--- config.mk ---
export PLATFORM = sky130hd
export DESIGN_NAME = rmv_ctrl
export DESIGN_NICKNAME = d
export VERILOG_FILES = /design/src/running_mean_variance_defines.svh /design/src/rmv_pkg.sv /design/src/rmv_ctrl.sv
export SDC_FILE = /design/constraint.sdc
export NUM_CORES = 1
export LEC_CHECK = 0
export BUFFER_PORTS_ARGS = -buffer_cell sky130_fd_sc_hd__buf_2
export CAP_MARGIN = 15
export CORE_UTILIZATION = 54
export DETAILED_ROUTE_END_ITERATION = 8
export HOLD_SLACK_MARGIN = 0.1
export PLACE_DENSITY = 0.76
export SKIP_LAST_GASP = 1
export SLEW_MARGIN = 5
export SYNTH_ARGS = -nofsm -noshare
export SYNTH_HDL_FRONTEND = slang
export SYNTH_SLANG_ARGS = --single-unit
--- constraint.sdc ---
create_clock -name clk -period 2.5 [get_ports clk]
set_input_delay 0.5 -clock clk [delete_from_list [all_inputs] [get_ports clk]]
set_output_delay 0.5 -clock clk [all_outputs]
set_load 0.03 [all_outputs]
--- src/running_mean_variance_defines.svh ---
// Assertion macros for the running mean and variance block.
`ifndef RUNNING_MEAN_VARIANCE_DEFINES_SVH
`define RUNNING_MEAN_VARIANCE_DEFINES_SVH

`ifndef SYNTHESIS
`define RMV_CHECK(lbl, cond) \
  lbl: assert property (@(posedge clk) disable iff (rst) (cond)) \
    else $error("running_mean_variance: check failed");
`define RMV_IMPLIES(lbl, ante, cons) \
  lbl: assert property (@(posedge clk) disable iff (rst) (ante) |-> (cons)) \
    else $error("running_mean_variance: implication failed");
`else
`define RMV_CHECK(lbl, cond)
`define RMV_IMPLIES(lbl, ante, cons)
`endif

`endif

--- src/rmv_pkg.sv ---
// Shared types and constants for the running mean and variance block.
`timescale 1ns / 1ps
package rmv_pkg;

  localparam int COUNT_BITS = 32;
  localparam int SUM_BITS   = 64;
  localparam int PORT_BITS  = 32;
  localparam int HI_BITS    = COUNT_BITS + 1;
  localparam int ADD_BITS   = COUNT_BITS + 2;

  localparam logic [COUNT_BITS-1:0] COUNT_MAX = '1;

  typedef enum logic [5:0] {
    ST_IDLE = 6'b000001,
    ST_DIV  = 6'b000010,
    ST_MEAN = 6'b000100,
    ST_PREP = 6'b001000,
    ST_MUL  = 6'b010000,
    ST_ACC  = 6'b100000
  } state_t;

  typedef struct packed {
    logic idle;
    logic load_div;
    logic div_step;
    logic mean_upd;
    logic load_mul;
    logic mul_step;
    logic finish;
  } rmv_ctl_t;

endpackage

--- src/rmv_ctrl.sv ---
// Sequencer: steps the shared unit through divide, mean update and multiply.
`timescale 1ns / 1ps
module rmv_ctrl #(
  parameter int STEPS = 33
) (
  input  logic             clk,
  input  logic             rst,
  input  logic             start,
  input  logic             out_free,
  output rmv_pkg::rmv_ctl_t ctl
);
  import rmv_pkg::*;

  localparam int CNT_W = $clog2(STEPS);
  localparam logic [CNT_W-1:0] LAST = CNT_W'(STEPS - 1);

  state_t           state, state_next;
  logic [CNT_W-1:0] cnt, cnt_next;

  always_ff @(posedge clk) begin
    if (rst) begin
      state <= ST_IDLE;
      cnt   <= '0;
    end else begin
      state <= state_next;
      cnt   <= cnt_next;
    end
  end

  always_comb begin
    state_next = state;
    cnt_next   = cnt;
    ctl        = '0;
    unique case (state)
      ST_IDLE: begin
        ctl.idle     = 1'b1;
        ctl.load_div = start;
        if (start) begin
          state_next = ST_DIV;
          cnt_next   = LAST;
        end
      end
      ST_DIV: begin
        ctl.div_step = 1'b1;
        if (cnt == '0) begin
          state_next = ST_MEAN;
        end else begin
          cnt_next = cnt - 1'b1;
        end
      end
      ST_MEAN: begin
        ctl.mean_upd = 1'b1;
        state_next   = ST_PREP;
      end
      ST_PREP: begin
        ctl.load_mul = 1'b1;
        state_next   = ST_MUL;
        cnt_next     = LAST;
      end
      ST_MUL: begin
        ctl.mul_step = 1'b1;
        if (cnt == '0) begin
          state_next = ST_ACC;
        end else begin
          cnt_next = cnt - 1'b1;
        end
      end
      ST_ACC: begin
        ctl.finish = out_free;
        if (out_free) begin
          state_next = ST_IDLE;
        end
      end
      default: begin
        state_next = ST_IDLE;
      end
    endcase
  end

endmodule

======== Yosys cells after proc, flatten, opt, wreduce, memory -nomap -nowiden ========
Index checks and enable logic that the tools add are counted.
Widths: inputs -> output; s select.
word-level totals
  register bits after elaboration ......... 12
  bits in latches ......................... 0
  bits in writable memories ............... 0
  ROM bits ................................ 0
  word-level logic and storage cells ...... 33
  memories ................................ 0
operators by class
  add/subtract/negate cells ............... 1
  $mul .................................... 0
  divide/modulo/power cells ............... 0
  order comparisons ....................... 0
  equality and inequality tests ........... 11
  shift-type cells ........................ 0
  multiplexer cells ....................... 14
  bitwise gates (word level) .............. 0
  reduce and logical (&&, ||, !) cells .... 5
operators by type and width
  cell                 count
  $mux 6               6
  $pmux 6 s6           1
  $pmux 6 s3           1
  $ne 2x2->1 const B   5
  $eq 6x1->1 const B   1
  $eq 6x2->1 const B   1
  $eq 6x3->1 const B   1
  $eq 6x4->1 const B   1
  $eq 6x5->1 const B   1
  $eq 6x6->1 const B   1
  $logic_not 6->1      1
  $sub 6x1->6 const B  1
  $mux 1               5
  $reduce_and 4->1     1
  $reduce_and 3->1     1
  $reduce_bool 3->1    1
  $mux 2               1
  $reduce_or 2->1      1

======== Logic depth before layout (Yosys ltp) ========
  depth in word-level cells ............... 4
  mapped depth ............................ 7

======== Worst setup path before layout ========
Ideal clock, no wire load.
  path type ............................... reg2out
  start ................................... register state[1]
  end ..................................... output ctl[5] in the netlist's numbering
  data arrival time ....................... 2.134 ns
  setup slack ............................. -0.134 ns
  cell stages (with the launch flop) ...... 4
  cells stage by stage .................... dfxtp_1 or4_1 nor3b_1 and2_1
RTL lines
  what                      RTL line        RTL
  start: declaration        rmv_ctrl.sv:17  state_t state, state_next;
  start signal: assignment  rmv_ctrl.sv:25  state <= state_next;
  end: declaration          rmv_ctrl.sv:10  output rmv_pkg::rmv_ctl_t ctl

==> flow_metrics.tcl <==
set metrics [dict create \
    start_kind "flip-flop" \
    rows 13 \
    grt_pass1_wl_um 2380 \
    syn_area_um2 754 \
    status "finished clean" \
    setup_viol 0 \
    hold_viol 0 \
    viasPerCell 5.91 \
    synth_warnings 0 \
    synth_edf_count 0 \
    synth_top_area_share_pct 31.8 \
    die_h_um 39.4 \
    synth_flop_cell "dfxtp_1" \
    clk_latency_ps 270 \
    cts_root_buffer "clkbuf_4" \
    yosysTopAreaCell "dfxtp_1" \
    grt-ovfl-total 0 \
    portBuffers 10 \
    synth_cells 88 \
    fin_cells 112 \
    grt_max_degree 12 \
    critPathSlowestCell "or4_1" \
    period_needed_ps 2310 \
    avgSynthCellArea_um2 8.57 \
    drtIter0Drc 25 \
    nNetsFinal 104 \
    wirelength_um 1530 \
    post-cts-setup-buffers 0 \
    pwr_density_cell_mw_per_mm2 601 \
    gp_congestion 0.768 \
    n_fill_cell 120 \
    synth.net_count 94 \
    final.period_utilization_pct 92.6 \
    seq_area_um2 240 \
    die_area_mm2 0.00155 \
    max-vdd-ir-drop_mv 0.319 \
    clk_pin_slew_worst_paths_ps 70 \
    multiInputGateArea_um2 465 \
    die_w_um 39.4 \
    ys_top_cells_by_area "dfxtp_1 32%, nor2_1 5.5%, nor2b_1 4.1%" \
    dpl.hpwl_um 1150 \
    ys_seq_elements 12 \
    cts_resized 0 \
    cts_hold_buf 0 \
    leakage_nw 0.340 \
    arrival_ps 1810 \
    ctsHtreeMaxLevel 1 \
    synth.distinct_cells 37 \
    grt_usage_pct 24.2 \
    start_util_pct 58.0 \
    max-slew-margin-rel_pct 69.0 \
    slew_violations 0 \
    antenna_found_initial 0 \
    path_class "flip-flop to output pin" \
    dr.pass1.iters 4 \
    tightest_slew_ps 465 \
    ant_nets 0 \
    wl_per_cell_um 13.6 \
    crit_fanout 9 \
    maxCapViolations 0 \
    worstPathCellList "or4_1 -> nor3b_2 -> and2_1 -> buf_2" \
    synthArstFlopShare_pct 0 \
    cts_tree "yes" \
    end_kind "output pin" \
    rsz0062_at_grt "no" \
    clockBufferDepth 2 \
    r2r_slack_ps 430 \
    cts_buffers 3 \
    max_freq_mhz 432 \
    cpPeakStageDelay_ps 600 \
    final_common_cell "dfxtp_1" \
    ys_seq_area_share_pct 31.8 \
    syn_to_final_growth_pct 9.95 \
    grt_pass1_vias 511 \
    min_path_type "flip-flop to flip-flop" \
    cp.required_ps 2000 \
    core_mm2 0.00130 \
    vias 662 \
    drive_above_1_share_pct 21.6 \
    setup_tns_ps 0 \
    ios 11 \
    fin_skew_ps 2.42 \
    drc 0 \
    place_inst 108 \
    cts_sinks 12 \
    final_cell_mix "12 x dfxtp_1, 11 x nor2_1, 10 x buf_2" \
    diodes 0 \
]
==> power by group <==
part	total (mW)	internal (mW)	switching, mW
sequential	0.218	0.201	0.0170
clock	0.151	0.0884	0.0628
combinational	0.129	0.0537	0.0749
total	0.498	0.344	0.155
==> state kept, by name, summed over array words and instances, names as in the netlist <==
signal and flops:
cnt 6, state 6
==> critical path, delay by kind of cell, from the launching register on <==
kind          cells  cell delay [ps]
simple gates      3              970
buf+inv           1              200
flops             1              380
==> metrics by stage <==
stage                     hold slack, ps  total power [mW]  worst slack (ps)  utilization [%]  cell area [µm²]
final                                502             0.498               186             63.7              830
after global routing                 524             0.528              40.9             63.7              830
after CTS                            506             0.503               173             63.7              830
after detailed placement             488             0.351               459             61.0              793
after global placement               483             0.348               538             61.0              793
after floorplan                      455             0.332               196                -              759
==> layer usage <==
metal  wire [µm]  share of wire [%]  GRT usage (%)
met5           0                  0              0
met4          12               0.79           10.3
met3          73                4.8           9.09
met2         660                 43           32.9
met1         780                 51           33.6
==> worst paths after layout <==
path,startpoint,endpoint,cells past startpoint
setup / recovery,state[1]$_SDFFE_PP0P_,ctl[5],4
hold / removal,cnt[0]$_SDFFE_PP0P_,cnt[0]$_SDFFE_PP0P_,1
setup reg to reg,state[0]$_SDFFE_PP1P_,cnt[4]$_SDFFE_PP0P_,5
hold reg to reg,cnt[0]$_SDFFE_PP0P_,cnt[0]$_SDFFE_PP0P_,1
==> area by class of cell <==
class / count / area share (%)
Tap cell: 15 / 2.26
Sequential cell: 12 / 29.0
Inverter: 3 / 1.36
Clock buffer: 4 / 4.37
Multi-Input combinational cell: 67 / 56.1
Timing Repair Buffer: 11 / 6.94
==> cell usage after synthesis, types with 2 or more instances <==
master     n
a21oi_1    3
a22o_1     2
a31oi_1    3
and3_1     3
buf_6      2
clkbuf_1   2
dfxtp_1   12
ha_1       2
inv_1      3
nand2_1    5
nand2b_1   3
nand3b_1   2
nor2_1    11
nor2b_1    5
nor3_1     3
nor3b_1    2
o21ai_0    5
==> cells by family after synthesis <==
kind of cell             synth area share, %
AND/OR/NAND/NOR                         31.7
adder cells (fa/ha/maj)                 3.32
flip-flops                              31.8
AO/OA/AOI/OAI                           26.0
buffers and inverters                   7.13
Power figures use the tool's default switching activity.
