===== config.mk =====
export PLATFORM = sky130hd
export DESIGN_NAME = rmv_unit
export DESIGN_NICKNAME = d
export VERILOG_FILES = /design/src/running_mean_variance_defines.svh /design/src/rmv_pkg.sv /design/src/rmv_unit.sv
export SDC_FILE = /design/constraint.sdc
export NUM_CORES = 1
export LEC_CHECK = 0
export ABC_AREA = 0
export BUFFER_PORTS_ARGS = -buffer_cell sky130_fd_sc_hd__clkbuf_2
export CAP_MARGIN = 20
export CORE_MARGIN = 3
export CORE_UTILIZATION = 40
export CTS_CLUSTER_DIAMETER = 30
export DETAILED_ROUTE_END_ITERATION = 8
export PLACE_DENSITY = 0.64
export SLEW_MARGIN = 20
export SYNTH_ARGS = -nofsm -noshare
export SYNTH_HDL_FRONTEND = slang
export SYNTH_SLANG_ARGS = --single-unit
export TNS_END_PERCENT = 50

===== constraint.sdc =====
create_clock -name clk -period 6.45 [get_ports clk]
set_clock_uncertainty 0.1 [all_clocks]
set_input_delay 0.645 -clock clk [delete_from_list [all_inputs] [get_ports clk]]
set_output_delay 0.645 -clock clk [all_outputs]
set_load 0.1 [all_outputs]

===== src/running_mean_variance_defines.svh =====
// Assertion macros for the running mean and variance block.
`ifndef RUNNING_MEAN_VARIANCE_DEFINES_SVH
`define RUNNING_MEAN_VARIANCE_DEFINES_SVH

`ifndef SYNTHESIS
`define RMV_CHECK(lbl, cond) \
  lbl: assert property (@(posedge clk) disable iff (rst) (cond)) \
    else $error("running_mean_variance: check failed");
`define RMV_IMPLIES(lbl, ante, cons) \
  lbl: assert property (@(posedge clk) disable iff (rst) (ante) |-> (cons)) \
    else $error("running_mean_variance: implication failed");
`else
`define RMV_CHECK(lbl, cond)
`define RMV_IMPLIES(lbl, ante, cons)
`endif

`endif


===== src/rmv_pkg.sv =====
// Shared types and constants for the running mean and variance block.
`timescale 1ns / 1ps
package rmv_pkg;

  localparam int COUNT_BITS = 32;
  localparam int SUM_BITS   = 64;
  localparam int PORT_BITS  = 32;
  localparam int HI_BITS    = COUNT_BITS + 1;
  localparam int ADD_BITS   = COUNT_BITS + 2;

  localparam logic [COUNT_BITS-1:0] COUNT_MAX = '1;

  typedef enum logic [5:0] {
    ST_IDLE = 6'b000001,
    ST_DIV  = 6'b000010,
    ST_MEAN = 6'b000100,
    ST_PREP = 6'b001000,
    ST_MUL  = 6'b010000,
    ST_ACC  = 6'b100000
  } state_t;

  typedef struct packed {
    logic idle;
    logic load_div;
    logic div_step;
    logic mean_upd;
    logic load_mul;
    logic mul_step;
    logic finish;
  } rmv_ctl_t;

endpackage


===== src/rmv_unit.sv =====
// Shared add/subtract unit: restoring divide steps and shift-add multiply steps.
`timescale 1ns / 1ps
module rmv_unit #(
  parameter int MAG_BITS = 33
) (
  input  logic                              clk,
  input  rmv_pkg::rmv_ctl_t                 ctl,
  input  logic [MAG_BITS-1:0]               ld_lo,
  input  logic [rmv_pkg::HI_BITS-1:0]       ld_opd,
  output logic [MAG_BITS-1:0]               quotient,
  output logic [2*MAG_BITS-1:0]             product
);
  import rmv_pkg::*;

  logic [HI_BITS-1:0]  hi;
  logic [MAG_BITS-1:0] lo;
  logic [HI_BITS-1:0]  opd;
  logic [HI_BITS-1:0]  shifted;
  logic [ADD_BITS-1:0] op_a, op_b, sum;
  logic                neg;

  always_comb begin
    shifted = {hi[COUNT_BITS-1:0], lo[MAG_BITS-1]};
    op_a    = ctl.div_step ? ADD_BITS'(shifted) : ADD_BITS'(hi);
    op_b    = (ctl.div_step || lo[0]) ? ADD_BITS'(opd) : '0;
    sum     = ctl.div_step ? (op_a + ~op_b + ADD_BITS'(1)) : (op_a + op_b);
    neg     = sum[ADD_BITS-1];
  end

  always_ff @(posedge clk) begin
    if (ctl.load_div || ctl.load_mul) begin
      hi  <= '0;
      lo  <= ld_lo;
      opd <= ld_opd;
    end else if (ctl.div_step) begin
      hi <= neg ? shifted : sum[HI_BITS-1:0];
      lo <= {lo[MAG_BITS-2:0], ~neg};
    end else if (ctl.mul_step) begin
      hi <= HI_BITS'(sum[MAG_BITS:1]);
      lo <= {sum[0], lo[MAG_BITS-1:1]};
    end
  end

  assign quotient = lo;
  assign product  = {hi[MAG_BITS-1:0], lo};

endmodule


# ---- Yosys cells after proc, flatten, opt, wreduce, memory -nomap -nowiden
# Index checks and enable logic that the tools add are counted.
dict set report op_classes {
  add_sub_neg 3
  mux 9
  bitwise_logic 2
  n_reduce_logical 4
}
# cell n
set op_table {}
lappend op_table {{33-bit two-way mux} 8}
lappend op_table {{33-bit by 33-bit adder with 34-bit output} 1}
lappend op_table {{33-bit by 34-bit adder with 34-bit output} 1}
lappend op_table {{34-bit by 1-bit adder with 34-bit output, second input constant} 1}
lappend op_table {{34-bit two-way mux} 1}
lappend op_table {{33-bit NOT with 34-bit output} 1}
lappend op_table {{3-bit nonzero test} 1}
lappend op_table {{1-bit logical OR} 2}
lappend op_table {{2-bit nonzero test} 1}
lappend op_table {{1-bit NOT} 1}
dict set report word_totals {
  register_bits 99
}

# ---- Longest topological paths before layout
dict set report logic_depth {
  depth_word 9
  depth_mapped 18
}

# ---- Worst setup path before layout
# No wires, ideal clock.
dict set report synth_path {
  path_kind {input to register}
  start {input ctl[4] (netlist name)}
  end {register hi[23]}
  setup_time_ns 0.132
  arrival_ns 4.577
  required_ns 6.218
  setup_slack_ns 1.641
  stages 18
  n_path_buf 6
  cell_sequence {buf_2 clkbuf_1 clkbuf_1 buf_1 mux2_2 ha_1 buf_2 nand2_1 o221ai_1 a221oi_1 nand2b_1 a21bo_2 a41o_1 o21ba_2 mux2i_4 buf_12 mux2i_1 o22ai_1}
}
dict set report synth_between {
  elab_chain_len 8
  word_cells_on_any_way 12
  classes_between {add/sub: 3; mux: 6; bitwise: 1; reduce/logical: 2}
}
# item line
set synth_rtl {}
lappend synth_rtl {{from (decl)} rmv_unit.sv:7} ;# input rmv_pkg::rmv_ctl_t ctl,
lappend synth_rtl {{1-bit logical OR} rmv_unit.sv:25} ;# op_b = (ctl.div_step || lo[0]) ? ADD_BITS'(opd) : '0;
lappend synth_rtl {{33-bit two-way mux} rmv_unit.sv:25}
lappend synth_rtl {{33-bit NOT with 34-bit output} rmv_unit.sv:26} ;# sum = ctl.div_step ? (op_a + ~op_b + ADD_BITS'(1)) : (op_a + op_b);
lappend synth_rtl {{33-bit by 34-bit adder with 34-bit output} rmv_unit.sv:26}
lappend synth_rtl {{34-bit by 1-bit adder with 34-bit output} rmv_unit.sv:26}
lappend synth_rtl {{34-bit two-way mux} rmv_unit.sv:26}
lappend synth_rtl {{33-bit two-way mux (on tied branches)} {rmv_unit.sv:38, rmv_unit.sv:36}}
lappend synth_rtl {{33-bit two-way mux} rmv_unit.sv:35} ;# end else if (ctl.div_step) begin
lappend synth_rtl {{to (signal assigned)} rmv_unit.sv:36} ;# hi <= neg ? shifted : sum[HI_BITS-1:0];
lappend synth_rtl {{to (signal assigned)} rmv_unit.sv:39} ;# hi <= HI_BITS'(sum[MAG_BITS:1]);
lappend synth_rtl {{to (decl)} rmv_unit.sv:15} ;# logic [HI_BITS-1:0] hi;
# Several ways; a longest one is shown, not always the timed one. The select of a mux whose other input is x is not followed.
# A chain may end at the register's enable or synchronous reset.

# ---- Worst setup path in the final report
dict set report layout_path {
  start {input ctl[4] (netlist name)}
  end {register hi[19]}
}
# The elaborated chain is that of the path after synthesis.

==> metrics <==
antenna violations before repair=1; Num CTS Buffers=9; Syn Inst Count=1072; Die Height=156.3 µm; GP Congestion=0.9404; Crit path largest cell delay=0.62 ns; minimum clock period=4.982 ns; die width=156.3 µm; ys async rst share=0; routed wire length=26690 µm; unique cell type count in the Yosys netlist=75; Clock H-tree levels=3; Post-Place Cells=1434; CP cell instances=buf_4 -> or2_2 -> nand2_1 -> ha_1 -> and2_1 -> nand4_1 -> a21oi_1 -> o211ai_1 -> a21bo_2 -> a41o_1 -> o21ba_2 -> nor2_1 -> mux2i_1 -> o21ai_0; VDD IR-drop max=0.2137 mV; maximum clock path buffer count=2; largest net degree at the start of global routing=67; sequential share of the synthesized area=0.2923; status=finished clean; Fmax=0.2007 GHz; syn nets=1214; detailed-route vias per instance=5.655; worst skew pair latency=0.37 ns; slowest cell on the critical path=ha_1; Critical Path AT=5.09 ns; Final setup viols=0; Fin. Hold Viols=0; #FFs+latches synth=99; Setup CP Type=input pin to flop; DRT Pass-1 Iters=8; grt ovf=0; Post-DP HPWL=19780 µm; Cell Pwr Density=251.8 mW/mm²; fraction of layout cells with a size suffix above 1=0.2145; multi-input logic area=0.005584 mm²; RSZ-0062 raised after global routing=false; global-route usage over all layers=0.2135; first-pass GRT wire length=42120 µm; fin util=0.4594; Root Buffer=clkbuf_16; Slew Limit Fails=0; initial core utilization=0.4105; Seq. cell area=0.002643 mm²; Avg WL per Cell=18.39 µm; setup bufs post-CTS=0; CP endpoint kind=flop; Post-DRT Antenna Nets=0; Leak=0.004618 µW; worst-path fanout max=29; Mapped Avg Cell Area=8.434 µm²; Post-synth EDFFs=66; DRC Markers=0; Initial DRC Count=613; Total Neg Setup Slack=0 ns; Rel. slew slack=0.2919; non-filler cells, final=1451; Port Buffers=169; yosys warns=0; core area=0.02203 mm²; die area=0.02444 mm²; Vias=8206; Ports=173; post_cts resized=0; hold_buf cts=0; # rows=54; period utilization=0.7724; Clock Sinks=99; nets@finish=1307; max_cap viols=0; HP Class=input pin to flop; vias in the first global route=7844; predominant post-synthesis flop cell=edfxtp_1; area grow syn2layout=11.92%; Clk pin slew, worst setup/hold paths=0.09 ns; WP data required=6.56 ns; critical path launch point type=input pin; CTS tree=done; CP Buf/Inv Count=1; Top Family by Delay on Critical Path=compound AO/OA/AOI/OAI gates; fillers=2231; Slew @ Worst Pin=1.059 ns; synthesized area=0.009041 mm²
-- registers in the layout, summed over array words and instances (netlist names) --
name      flops
hi           33
quotient     33
opd          33
-- path summary, 6_finish.rpt --
| kind | slack (ns) | depth (start not counted) | endpoint | from |
|---|---|---|---|---|
| worst min register to register | 0.49 | 2 | hi[26] | hi[25] |
| worst max register to register | 1.61 | 13 | hi[19] | quotient[0] |
| worst max-delay path | 1.47 | 14 | hi[19] | ctl[4] |
| worst min-delay path | 0.34 | 1 | opd[1] | ld_opd[1] |
-- per-stage QoR --
stage | instance area, µm² | hold WS (ns) | setup WS (ns) | total power (µW)
finish | 10120 | 0.3439 | 1.468 | 2548
global route | 10120 | 0.3251 | 1.079 | 2684
CTS | 10120 | 0.3289 | 1.498 | 2561
detailed placement | 9802 | 0.4685 | 1.130 | 1974
global placement | 9802 | 0.4795 | 1.172 | 1969
floorplan | 9041 | 0.6439 | 1.641 | 1778
-- cell families (layout without fill, tap and decap cells) --
| family | Yosys count | count (layout) | share of synthesized area |
|---|---|---|---|
| flops | 99 | 99 | 0.2923 |
| compound gates | 318 | 318 | 0.2301 |
| other cells | 0 | 1 | 0 |
| simple gates | 270 | 270 | 0.1366 |
| buf+inv | 176 | 274 | 0.09161 |
| mux | 87 | 87 | 0.1021 |
| fa+ha+maj | 68 | 68 | 0.09493 |
| xor+xnor | 54 | 54 | 0.05231 |
-- worst register-to-register path, cell delays in order (launching register included) --
cell and delay, ns:
edfxtp_1 0.52, or2_2 0.48, nand2_1 0.16, ha_1 0.62, and2_1 0.25, nand4_1 0.10, a21oi_1 0.34, o211ai_1 0.26
a21bo_2 0.27, a41o_1 0.24, o21ba_2 0.43, nor2_1 0.59, mux2i_1 0.25, o21ai_0 0.09
-- cells in the final DEF (no fill, tap or decap), drive strengths merged, types with 6 or more instances in the layout --
cell type / instances
a211oi: 17
a21o: 7
a21oi: 81
a221oi: 8
a22oi: 17
a31oi: 10
and2: 7
buf: 12
clkbuf: 177
clkinv: 6
dfxtp: 33
edfxtp: 66
ha: 67
inv: 79
mux2: 32
mux2i: 55
nand2: 107
nand3: 16
nor2: 65
nor2b: 15
nor3: 21
nor4: 9
o211ai: 9
o21a: 6
o21ai: 96
o21bai: 12
o22ai: 7
o31ai: 11
or3: 6
xnor2: 45
xor2: 9
-- synthesized netlist by cell type (all sizes together), types with 3 or more instances --
cell	number	area, µm²
nand2	107	401.6
o21ai	96	480.5
a21oi	81	405.4
inv	77	289.0
ha	67	838.3
edfxtp	66	1982
nor2	65	244.0
buf	58	385.4
mux2i	55	563.0
xnor2	45	394.1
clkbuf	40	150.1
dfxtp	33	660.6
mux2	32	360.4
nor3	21	105.1
a211oi	17	127.6
a22oi	17	132.6
nand3	16	80.08
nor2b	15	93.84
o21bai	12	90.09
o31ai	11	106.4
a31oi	10	77.57
nor4	9	56.30
o211ai	9	67.56
xor2	9	78.83
a221oi	8	70.07
a21o	7	52.55
and2	7	43.80
o22ai	7	43.79
o21a	6	45.04
or3	6	37.54
and3	5	31.28
o311ai	5	61.31
nand4	4	25.02
or2	4	25.03
a21boi	3	22.52
a311oi	3	32.53
nand2b	3	18.77
-- power by group --
part,total (µW),internal [µW],switching [µW],leakage [µW]
logic,1180,311,867,0.00351
registers,791,737,53.9,0.000959
clock network,579,280,299,0.000152
total,2550,1330,1220,0.00462
-- layer usage --
| layer | GRT usage | share of wire |
|---|---|---|
| met5 | 0 | 0 |
| met2 | 0.3375 | 0.46 |
| met4 | 0.05877 | 0.023 |
| met1 | 0.3002 | 0.46 |
| met3 | 0.03927 | 0.055 |
-- final cells by class --
cell class,instances,share of cell area
multi-input cells,797,0.5519
flip-flops and latches,99,0.2612
repair buffers,180,0.09200
well taps,280,0.03462
inverters,78,0.02906
clock buffers,9,0.02226
clock inverters,7,0.008779
diodes,1,0.0002473
Power figures use the tool's default switching activity.
